==> config.mk <==
export PLATFORM = sky130hd
export DESIGN_NAME = utf8_escape_decoder
export DESIGN_NICKNAME = d
export VERILOG_FILES = /design/src/design/ued_pkg.sv /design/src/design/utf8_escape_decoder.sv
export SDC_FILE = /design/constraint.sdc
export NUM_CORES = 1
export LEC_CHECK = 0
export ABC_AREA = 1
export BUFFER_PORTS_ARGS = -buffer_cell sky130_fd_sc_hd__buf_2
export CORE_AREA = 2 2 286 288
export DETAILED_ROUTE_END_ITERATION = 10
export DIE_AREA = 0 0 288 290
export GPL_TIMING_DRIVEN = 0
export SYNTH_ARGS = -nofsm -noshare
export SYNTH_HDL_FRONTEND = slang
export SYNTH_SLANG_ARGS = --single-unit
==> constraint.sdc <==
create_clock -name clk -period 25.2 [get_ports clk]
set_input_delay 5.04 -clock clk [delete_from_list [all_inputs] [get_ports clk]]
set_output_delay 5.04 -clock clk [all_outputs]
set_load 0.01 [all_outputs]
==> src/design/ued_pkg.sv <==
// ued_pkg: shared types, constants and decode helpers for the UTF-8 escape decoder.
// Used by utf8_escape_decoder; no dependencies of its own.

package ued_pkg;

  // Width of the running character counter
  localparam int COUNT_BITS = 32;

  localparam logic [7:0] BACKSLASH   = 8'h5C;
  localparam logic [7:0] OPEN_BRACE  = 8'h7B;
  localparam logic [7:0] CLOSE_BRACE = 8'h7D;
  localparam logic [7:0] ESC_HEX_CHR = 8'h78;
  localparam logic [7:0] CONT_TAG    = 8'h80;
  localparam logic [7:0] TAG_MASK    = 8'hC0;
  localparam logic [7:0] CONT_BITS   = 8'h3F;

  // Escape classes
  localparam logic [1:0] ESC_NONE   = 2'd0;
  localparam logic [1:0] ESC_SIMPLE = 2'd1;
  localparam logic [1:0] ESC_HEX    = 2'd2;

  typedef struct packed {
    logic [1:0] kind;
    logic [7:0] value;
  } esc_t;

  // One result transaction
  typedef struct packed {
    logic [23:0] code_point;
    logic        char_valid;
    logic        status;
    logic [31:0] char_count;
    logic [23:0] peak_code;
    logic        last;
  } res_t;

  // Hex digit value; bit 4 set means not a hex digit
  function automatic logic [4:0] hex_value(input logic [7:0] b);
    logic [4:0] v;
    v = 5'h10;
    if (b >= 8'h30 && b <= 8'h39) v = 5'(b - 8'h30);
    else if (b >= 8'h41 && b <= 8'h46) v = 5'(b - 8'h41 + 8'd10);
    else if (b >= 8'h61 && b <= 8'h66) v = 5'(b - 8'h61 + 8'd10);
    return v;
  endfunction

  // Classify the byte that follows a backslash
  function automatic esc_t escape_lookup(input logic [7:0] b);
    esc_t e;
    e.kind  = ESC_SIMPLE;
    e.value = 8'h00;
    case (b)
      8'h22:       e.value = 8'h22;
      8'h5C:       e.value = 8'h5C;
      8'h66:       e.value = 8'h0C;
      8'h6E:       e.value = 8'h0A;
      8'h72:       e.value = 8'h0D;
      8'h74:       e.value = 8'h09;
      8'h76:       e.value = 8'h0B;
      8'h75:       e.value = 8'h75;
      8'h30:       e.value = 8'h00;
      ESC_HEX_CHR: e.kind  = ESC_HEX;
      default:     e.kind  = ESC_NONE;
    endcase
    return e;
  endfunction

endpackage

==> src/design/utf8_escape_decoder.sv <==
// utf8_escape_decoder: byte-serial UTF-8 decoder with optional backslash escapes.
// Depends on ued_pkg (types, constants, hex and escape helpers).
//
// Usage:
//   Input channel (in_valid/in_ready) takes one byte per transaction, with
//   in_is_last marking the final byte of a string. Each byte gives zero, one
//   or two result transactions on the output channel (out_valid/out_ready).
//   The configuration channel (cfg_valid/cfg_ready) writes escape_enable; it
//   is always ready and is meant to be written between strings.
//   A result is written into the result queue when its byte is accepted and
//   is offered from the queue head. Throughput: one byte per cycle while
//   in_ready is high. The byte is decoded in a single combinational pass
//   against the per-string state, and its results go into a four-entry
//   result queue; in_ready holds while the queue has room for two results,
//   so a byte that yields two results costs the output side an extra transfer.
//   Reset (rst_n low, synchronous) clears the string state, escape_enable
//   and the result queue. When the receiver stalls, results wait in the
//   queue and input stops after the queue fills; nothing is dropped.

module utf8_escape_decoder (
  input  logic        clk,
  input  logic        rst_n,
  // configuration
  input  logic        cfg_valid,
  output logic        cfg_ready,
  input  logic        cfg_escape_enable,
  // input bytes
  input  logic        in_valid,
  output logic        in_ready,
  input  logic [7:0]  in_input_byte,
  input  logic        in_is_last,
  // results
  output logic        out_valid,
  input  logic        out_ready,
  output logic [23:0] out_code_point,
  output logic        out_char_valid,
  output logic        out_status,
  output logic [31:0] out_char_count,
  output logic [23:0] out_peak_code,
  output logic        out_last
);

  localparam logic [2:0] PH_IDLE   = 3'd0;
  localparam logic [2:0] PH_CONT   = 3'd1;
  localparam logic [2:0] PH_ESC    = 3'd2;
  localparam logic [2:0] PH_HEX1   = 3'd3;
  localparam logic [2:0] PH_HEX2   = 3'd4;
  localparam logic [2:0] PH_BROPEN = 3'd5;
  localparam logic [2:0] PH_BRACE  = 3'd6;
  localparam logic [2:0] PH_ERR    = 3'd7;

  localparam int QDEPTH = 4;
  localparam int QAW    = $clog2(QDEPTH);

  localparam logic [ued_pkg::COUNT_BITS-1:0] CNT_ONE = 1;

  logic                        esc_en_r;
  logic [2:0]                  phase_r, phase_nxt;
  logic [1:0]                  left_r, left_nxt;
  logic [23:0]                 acc_r, acc_nxt;
  logic [ued_pkg::COUNT_BITS-1:0] cnt_r, cnt_nxt;
  logic [23:0]                 big_r, big_nxt;

  ued_pkg::res_t               res [2];
  logic [1:0]                  n_res;

  ued_pkg::res_t               queue_r [QDEPTH];
  logic [QAW-1:0]              wr_ptr_r, rd_ptr_r;
  logic [QAW:0]                fill_r;

  logic                        in_acc, out_acc;

  assign cfg_ready = 1'b1;
  assign in_ready  = (fill_r <= (QAW+1)'(QDEPTH - 2));
  assign in_acc    = in_valid && in_ready;
  assign out_valid = (fill_r != '0);
  assign out_acc   = out_valid && out_ready;

  // Configuration register
  always_ff @(posedge clk) begin
    if (!rst_n) begin
      esc_en_r <= 1'b0;
    end else if (cfg_valid && cfg_ready) begin
      esc_en_r <= cfg_escape_enable;
    end
  end

  // Decode one byte against the string state
  always_comb begin
    logic [7:0]    b;
    logic          lst;
    logic          dlv_req, dlv_track, do_lead, cmp_req, cmp_multi;
    logic [23:0]   dlv_code, cmp_code;
    logic [4:0]    hv;
    ued_pkg::esc_t esc;

    b         = in_input_byte;
    lst       = in_is_last;
    phase_nxt = phase_r;
    left_nxt  = left_r;
    acc_nxt   = acc_r;
    cnt_nxt   = cnt_r;
    big_nxt   = big_r;
    n_res     = 2'd0;
    res[0]    = '0;
    res[1]    = '0;
    dlv_req   = 1'b0;
    dlv_track = 1'b0;
    dlv_code  = '0;
    do_lead   = 1'b0;
    cmp_req   = 1'b0;
    cmp_multi = 1'b0;
    cmp_code  = '0;
    hv        = ued_pkg::hex_value(b);
    esc       = ued_pkg::escape_lookup(b);

    // Per-phase handling
    case (phase_r)
      PH_IDLE: begin
        do_lead = 1'b1;
      end
      PH_CONT: begin
        if ((b & ued_pkg::TAG_MASK) != ued_pkg::CONT_TAG) begin
          phase_nxt = PH_ERR;
        end else begin
          acc_nxt = {acc_r[17:0], b[5:0]};
          if (left_r != 2'd0) left_nxt = left_r - 2'd1;
          if (left_nxt == 2'd0) begin
            cmp_req   = 1'b1;
            cmp_multi = 1'b1;
            cmp_code  = acc_nxt;
          end else if (lst) begin
            phase_nxt = PH_ERR;
          end
        end
      end
      PH_ESC: begin
        case (esc.kind)
          ued_pkg::ESC_SIMPLE: begin
            dlv_req   = 1'b1;
            dlv_track = 1'b1;
            dlv_code  = 24'(esc.value);
          end
          ued_pkg::ESC_HEX: begin
            if (lst) begin
              phase_nxt = PH_ERR;
            end else begin
              acc_nxt   = '0;
              phase_nxt = PH_HEX1;
            end
          end
          default: begin
            // Unknown escape: emit the backslash, then decode this byte anew
            dlv_req  = 1'b1;
            dlv_code = 24'(ued_pkg::BACKSLASH);
            do_lead  = 1'b1;
          end
        endcase
      end
      PH_HEX1: begin
        if (lst) begin
          phase_nxt = PH_ERR;
        end else if (b == ued_pkg::OPEN_BRACE) begin
          acc_nxt   = '0;
          phase_nxt = PH_BROPEN;
        end else if (hv[4]) begin
          phase_nxt = PH_ERR;
        end else begin
          acc_nxt   = 24'(hv[3:0]);
          phase_nxt = PH_HEX2;
        end
      end
      PH_HEX2: begin
        if (hv[4]) begin
          phase_nxt = PH_ERR;
        end else begin
          dlv_req   = 1'b1;
          dlv_track = 1'b1;
          dlv_code  = {16'd0, acc_r[3:0], hv[3:0]};
        end
      end
      PH_BROPEN, PH_BRACE: begin
        if (b == ued_pkg::CLOSE_BRACE) begin
          if (phase_r == PH_BROPEN) begin
            phase_nxt = PH_ERR;
          end else begin
            dlv_req   = 1'b1;
            dlv_track = 1'b1;
            dlv_code  = acc_r;
          end
        end else if (lst || hv[4] || (acc_r[23:20] != 4'd0)) begin
          phase_nxt = PH_ERR;
        end else begin
          acc_nxt   = {acc_r[19:0], hv[3:0]};
          phase_nxt = PH_BRACE;
        end
      end
      default: begin
        // error: drop bytes until the end of the string
      end
    endcase

    // Deliver a character found by the phase logic
    if (dlv_req) begin
      if (dlv_track && dlv_code > big_nxt) big_nxt = dlv_code;
      cnt_nxt   = cnt_nxt + CNT_ONE;
      res[0]    = '{dlv_code, 1'b1, 1'b0, 32'(cnt_nxt), big_nxt, 1'b0};
      n_res     = 2'd1;
      phase_nxt = PH_IDLE;
    end

    // Lead byte
    if (do_lead) begin
      if (b < 8'h80) begin
        cmp_req  = 1'b1;
        cmp_code = 24'(b);
      end else if (b < 8'hC0 || b > 8'hF7 || lst) begin
        phase_nxt = PH_ERR;
      end else if (b < 8'hE0) begin
        acc_nxt   = 24'(b[4:0]);
        left_nxt  = 2'd1;
        phase_nxt = PH_CONT;
      end else if (b < 8'hF0) begin
        acc_nxt   = 24'(b[3:0]);
        left_nxt  = 2'd2;
        phase_nxt = PH_CONT;
      end else begin
        acc_nxt   = 24'(b[2:0]);
        left_nxt  = 2'd3;
        phase_nxt = PH_CONT;
      end
    end

    // Complete a character: open an escape or deliver it
    if (cmp_req) begin
      if (cmp_multi && cmp_code > big_nxt) big_nxt = cmp_code;
      if (esc_en_r && cmp_code == 24'(ued_pkg::BACKSLASH)) begin
        phase_nxt = lst ? PH_ERR : PH_ESC;
      end else begin
        cnt_nxt          = cnt_nxt + CNT_ONE;
        res[n_res[0]]    = '{cmp_code, 1'b1, 1'b0, 32'(cnt_nxt), big_nxt, 1'b0};
        n_res            = n_res + 2'd1;
        phase_nxt        = PH_IDLE;
      end
    end

    // End of string: close out and clear the string state
    if (lst) begin
      if (phase_nxt == PH_ERR || n_res == 2'd0) begin
        if (n_res != 2'd2) begin
          res[n_res[0]] = '{24'd0, 1'b0, 1'b1, 32'(cnt_nxt), big_nxt, 1'b1};
          n_res         = n_res + 2'd1;
        end
      end else begin
        res[n_res[0] ^ 1'b1].last = 1'b1;
      end
      phase_nxt = PH_IDLE;
      left_nxt  = '0;
      acc_nxt   = '0;
      cnt_nxt   = '0;
      big_nxt   = '0;
    end
  end

  // String state
  always_ff @(posedge clk) begin
    if (!rst_n) begin
      phase_r <= PH_IDLE;
      left_r  <= '0;
      acc_r   <= '0;
      cnt_r   <= '0;
      big_r   <= '0;
    end else if (in_acc) begin
      phase_r <= phase_nxt;
      left_r  <= left_nxt;
      acc_r   <= acc_nxt;
      cnt_r   <= cnt_nxt;
      big_r   <= big_nxt;
    end
  end

  // Result queue: push up to two, pop one
  always_ff @(posedge clk) begin
    if (in_acc && n_res != 2'd0) begin
      queue_r[wr_ptr_r] <= res[0];
    end
    if (in_acc && n_res == 2'd2) begin
      queue_r[wr_ptr_r + QAW'(1)] <= res[1];
    end
  end

  always_ff @(posedge clk) begin
    if (!rst_n) begin
      wr_ptr_r <= '0;
      rd_ptr_r <= '0;
      fill_r   <= '0;
    end else begin
      if (in_acc) wr_ptr_r <= wr_ptr_r + QAW'(n_res);
      if (out_acc) rd_ptr_r <= rd_ptr_r + QAW'(1);
      fill_r <= fill_r + (in_acc ? (QAW+1)'(n_res) : '0) - (QAW+1)'(out_acc);
    end
  end

  // Drive the result ports from the queue head
  always_comb begin
    ued_pkg::res_t head;
    head           = queue_r[rd_ptr_r];
    out_code_point = head.code_point;
    out_char_valid = head.char_valid;
    out_status     = head.status;
    out_char_count = head.char_count;
    out_peak_code  = head.peak_code;
    out_last       = head.last;
  end

endmodule

==> metrics.log <==
INFO  metric status = finished clean
INFO  metric mostFrequentLayoutCell = sky130_fd_sc_hd__nand2_1
INFO  metric io_pins = 101
INFO  metric buffer_ports.inserted = 99
INFO  metric clk_pin_slew = 60 ps
INFO  metric post_synth.cell_area_avg = ~7.2 µm²
INFO  metric drt_drc_violations_left = 0
INFO  metric power.internal = 0.00144 W
INFO  metric area_delta_synth_final = 13.5%
INFO  metric final-hold-violation-count = 0
INFO  metric async_reset_ff_share = 0%
INFO  metric period_share = between 50% and 60%
INFO  metric cpMostUsedCell = sky130_fd_sc_hd__nand2_1
INFO  metric worstSetupEndpointType = flop
INFO  metric final.setup.tns = 0 ps
INFO  metric postSynthRegisterBits = about 430
INFO  metric synth.yosys.warnings = 0
INFO  metric drive_above_1_share = 7.46%
INFO  metric power_frac_clock = 31.7%
INFO  metric least_margin_pin_slew = 1180 ps
INFO  metric leakage = ~13 nW
INFO  metric cts_inserted_buffers = 48
INFO  metric dr.pass1.iters = 7
INFO  metric crit-reg2reg-capture = queue_r[0][24]
INFO  metric cts_max_path_buffers = 3
INFO  metric cts-root-buf = sky130_fd_sc_hd__clkbuf_16
INFO  metric report.final.slew_viol_count = 0
INFO  metric ctsHoldBuffers = 0
INFO  metric grt_pass1_wl = 168000 µm
INFO  metric crit_path_max_incr_delay = 670 ps
INFO  metric worst_min_delay_path_class = flop to flop
INFO  metric postSynth.topFlopCell = sky130_fd_sc_hd__edfxtp_1
INFO  metric finalWirelength = 114000 µm
INFO  metric highest_attainable_clock_frequency = 76.0 MHz
INFO  metric share_seq_of_total_power = 37.6%
INFO  metric maximum_number_of_pins_on_one_net_before_global_route_repair = 25
INFO  metric met3_usage = 4.50%
INFO  metric global_route.peak_usage_layer = met2
INFO  metric syn-cell-area = 0.0280 mm²
INFO  metric cts_resized = 0
INFO  metric net_switching_component_of_the_power = 0.000835 W
INFO  metric timing.critical_path.slowest_stage_cell = sky130_fd_sc_hd__o21ai_0
INFO  metric vdd_drop_max = 0.0000474 V
INFO  metric die_height = 290 µm
INFO  metric cts.sinks = 427
INFO  metric avgRoutedWirePerCell = between 20 and 25 µm
INFO  metric synth-edff-count = 332
INFO  metric met2_usage = approximately 42%
INFO  metric globalRouteMet1Util = 36.8%
INFO  metric grt_setup_unrepaired = no
INFO  metric setup.worst_path.class = primary input to flop
INFO  metric cts_htree_levels = 2
INFO  metric critical_path_startpoint = in_input_byte[0]
INFO  metric worst_ep_arrival_time = 13490 ps
INFO  metric drt.antenna.violating_nets = 0
INFO  metric reg2reg_setup_slack = roughly 17000 ps
INFO  metric tritoncts = done
INFO  metric synthCells = 3900
INFO  metric place.gp.congestion = 0.977
INFO  metric via_count_of_the_first_global_routing_pass = 26200
INFO  metric worst_slew_margin_rel = 20.8%
INFO  metric placeableCoreArea = around 0.080 mm²
INFO  metric die_area = 0.0835 mm²
INFO  metric gr-usage-all-layers = 26.6%
INFO  metric post_cts.repair.setup_buffers = 0
INFO  metric post-route-min-period = 13150 ps
INFO  metric crit_path_end = queue_r[0][24]
INFO  metric grt_antenna_before_repair = 2
INFO  metric vias_per_cell = approximately 5.5
INFO  metric insertion_delay = 630 ps
INFO  metric sw_ratio = around 37%
INFO  metric seq_area_frac_synth = 42.4%
INFO  metric syn_nets = between 3000 and 4000
INFO  metric required = 25530 ps
INFO  metric row_count = 104
INFO  metric initial_utilization = 34.9%
INFO  metric power.density_cell_area = between 70 and 80 mW/mm²
INFO  metric max_cap_viol_count = 0
INFO  metric skew = 31.1 ps
INFO  metric r2r_cells = 36
INFO  metric final_setup_margin = 12050 ps
INFO  metric synth.distinct_cells = 55
INFO  metric setup_viol_count_final = 0
INFO  metric timing.critical_path.from_type = primary input
INFO  metric worst_setup_timing_slack_at_the_placement_stage = 11740 ps
INFO  metric critPathMaxFanout = 10
INFO  metric drt_first_iter_violations = 3288
INFO  metric globalRouteOverflowTotal = 0
INFO  metric worst_r2r_startpoint = phase_r[0]
INFO  metric chipWidth = approximately 290 µm
INFO  metric most-common-layout-cells = sky130_fd_sc_hd__nand2_1, sky130_fd_sc_hd__o21ai_0, sky130_fd_sc_hd__nor2_1
INFO  metric vias_after_detailed_routing = about 28000
INFO  metric nets = 4146
INFO  metric combPwrFrac = 30.7%
INFO  metric dp.final_hpwl = 87400 µm
per-layer routing:
layer	wire, µm	vias to the layer above	share of wire (%)
met5	8	-	0.0070
met4	3800	2	3.3
met2	51800	1436	45
met1	48200	13200	42
li1	-	13400	-
met3	10600	216	9.3
layout make-up:
cell class	count	area, µm²
antenna	1	2.50
buffer	216	975
inverter	400	1500
tap	1060	1330
multi-input combinational	2857	13700
clock inverter	29	314
sequential	427	11900
fill	8363	48400
timing repair buffer	114	833
clock buffer	60	1260
worst min path at each step:
| stage | from | slack [ps] | to | cells after the start |
|---|---|---|---|---|
| floorplan | rd_ptr_r[1] | 440 | flop | 2 |
| global placement | rd_ptr_r[1] | 450 | flop | 2 |
| detailed placement | big_r[11] | 460 | big_r[11] | 2 |
| CTS | big_r[11] | 470 | big_r[11] | 2 |
| global route | cnt_r[12] | 500 | cnt_r[12] | 2 |
| finish | big_r[11] | 470 | big_r[11] | 2 |
flip-flops by register name, summed over array words and instances, names as in the netlist, named ones only:
| name | flops |
|---|---|
| acc_r | 24 |
| big_r | 24 |
| cnt_r | 32 |
| esc_en_r | 1 |
| fill_r | 3 |
| left_r | 2 |
| phase_r | 3 |
| queue_r | 332 |
| rd_ptr_r | 2 |
| wr_ptr_r | 2 |
power groups by stage:
stage	Combinational (W)	Sequential [W]	Clock [W]
after floorplan	0.000381	0.000877	0
after global placement	0.000666	0.000895	0
after detailed placement	0.000687	0.000867	0
after CTS	0.000690	0.000852	0.000722
after global routing	0.000747	0.000857	0.000748
final	0.000698	0.000853	0.000720
logic make-up (layout without fill, tap and decap cells):
family          after synthesis  count (layout)  synth area share [%]
compound gates              909             909                  17.9
fa+ha+maj                    67              67                  3.02
xor+xnor                     18              18                 0.564
flops                       427             427                  42.4
simple gates               1862            1862                  27.2
other cells                   1               2                0.0134
buf+inv                     616             819                  8.85
cells in the mapped netlist (22+ instances only):
cell	number	area, µm²
sky130_fd_sc_hd__nand2_1	1163	4370
sky130_fd_sc_hd__o21ai_0	437	2190
sky130_fd_sc_hd__nor2_1	385	1450
sky130_fd_sc_hd__inv_1	380	1430
sky130_fd_sc_hd__edfxtp_1	332	9970
sky130_fd_sc_hd__nand3_1	202	1010
sky130_fd_sc_hd__a21oi_1	147	736
sky130_fd_sc_hd__clkbuf_1	146	548
sky130_fd_sc_hd__o21ai_1	117	586
sky130_fd_sc_hd__o22ai_1	109	682
sky130_fd_sc_hd__dfxtp_1	95	1900
sky130_fd_sc_hd__ha_1	66	826
sky130_fd_sc_hd__buf_2	32	160
sky130_fd_sc_hd__nor3_1	31	155
sky130_fd_sc_hd__nand4_1	25	156
sky130_fd_sc_hd__o221ai_1	22	193
stage by stage:
| stage | cells | utilization [%] | total power [W] | instance area (µm²) | hold WS, ps |
|---|---|---|---|---|---|
| CTS | 5163 | 39.6 | 0.00226 | 31800 | 465 |
| detailed placement | 5074 | 37.7 | 0.00155 | 30200 | 456 |
| global route | 5163 | 39.6 | 0.00235 | 31800 | 501 |
| global placement | 5059 | 37.2 | 0.00156 | 29800 | 451 |
| finish | 5164 | 39.6 | 0.00227 | 31800 | 469 |
| floorplan | 3900 | - | 0.00126 | 28000 | 436 |
critical path, delay by kind of cell:
family	cells	cell delay, ps
AO/OA/AOI/OAI	9	2360
AND/OR/NAND/NOR	18	2850
adder cells (fa/ha/maj)	4	1070
buffers and inverters	12	2160
No activity file was read; power rests on OpenSTA's default activity.
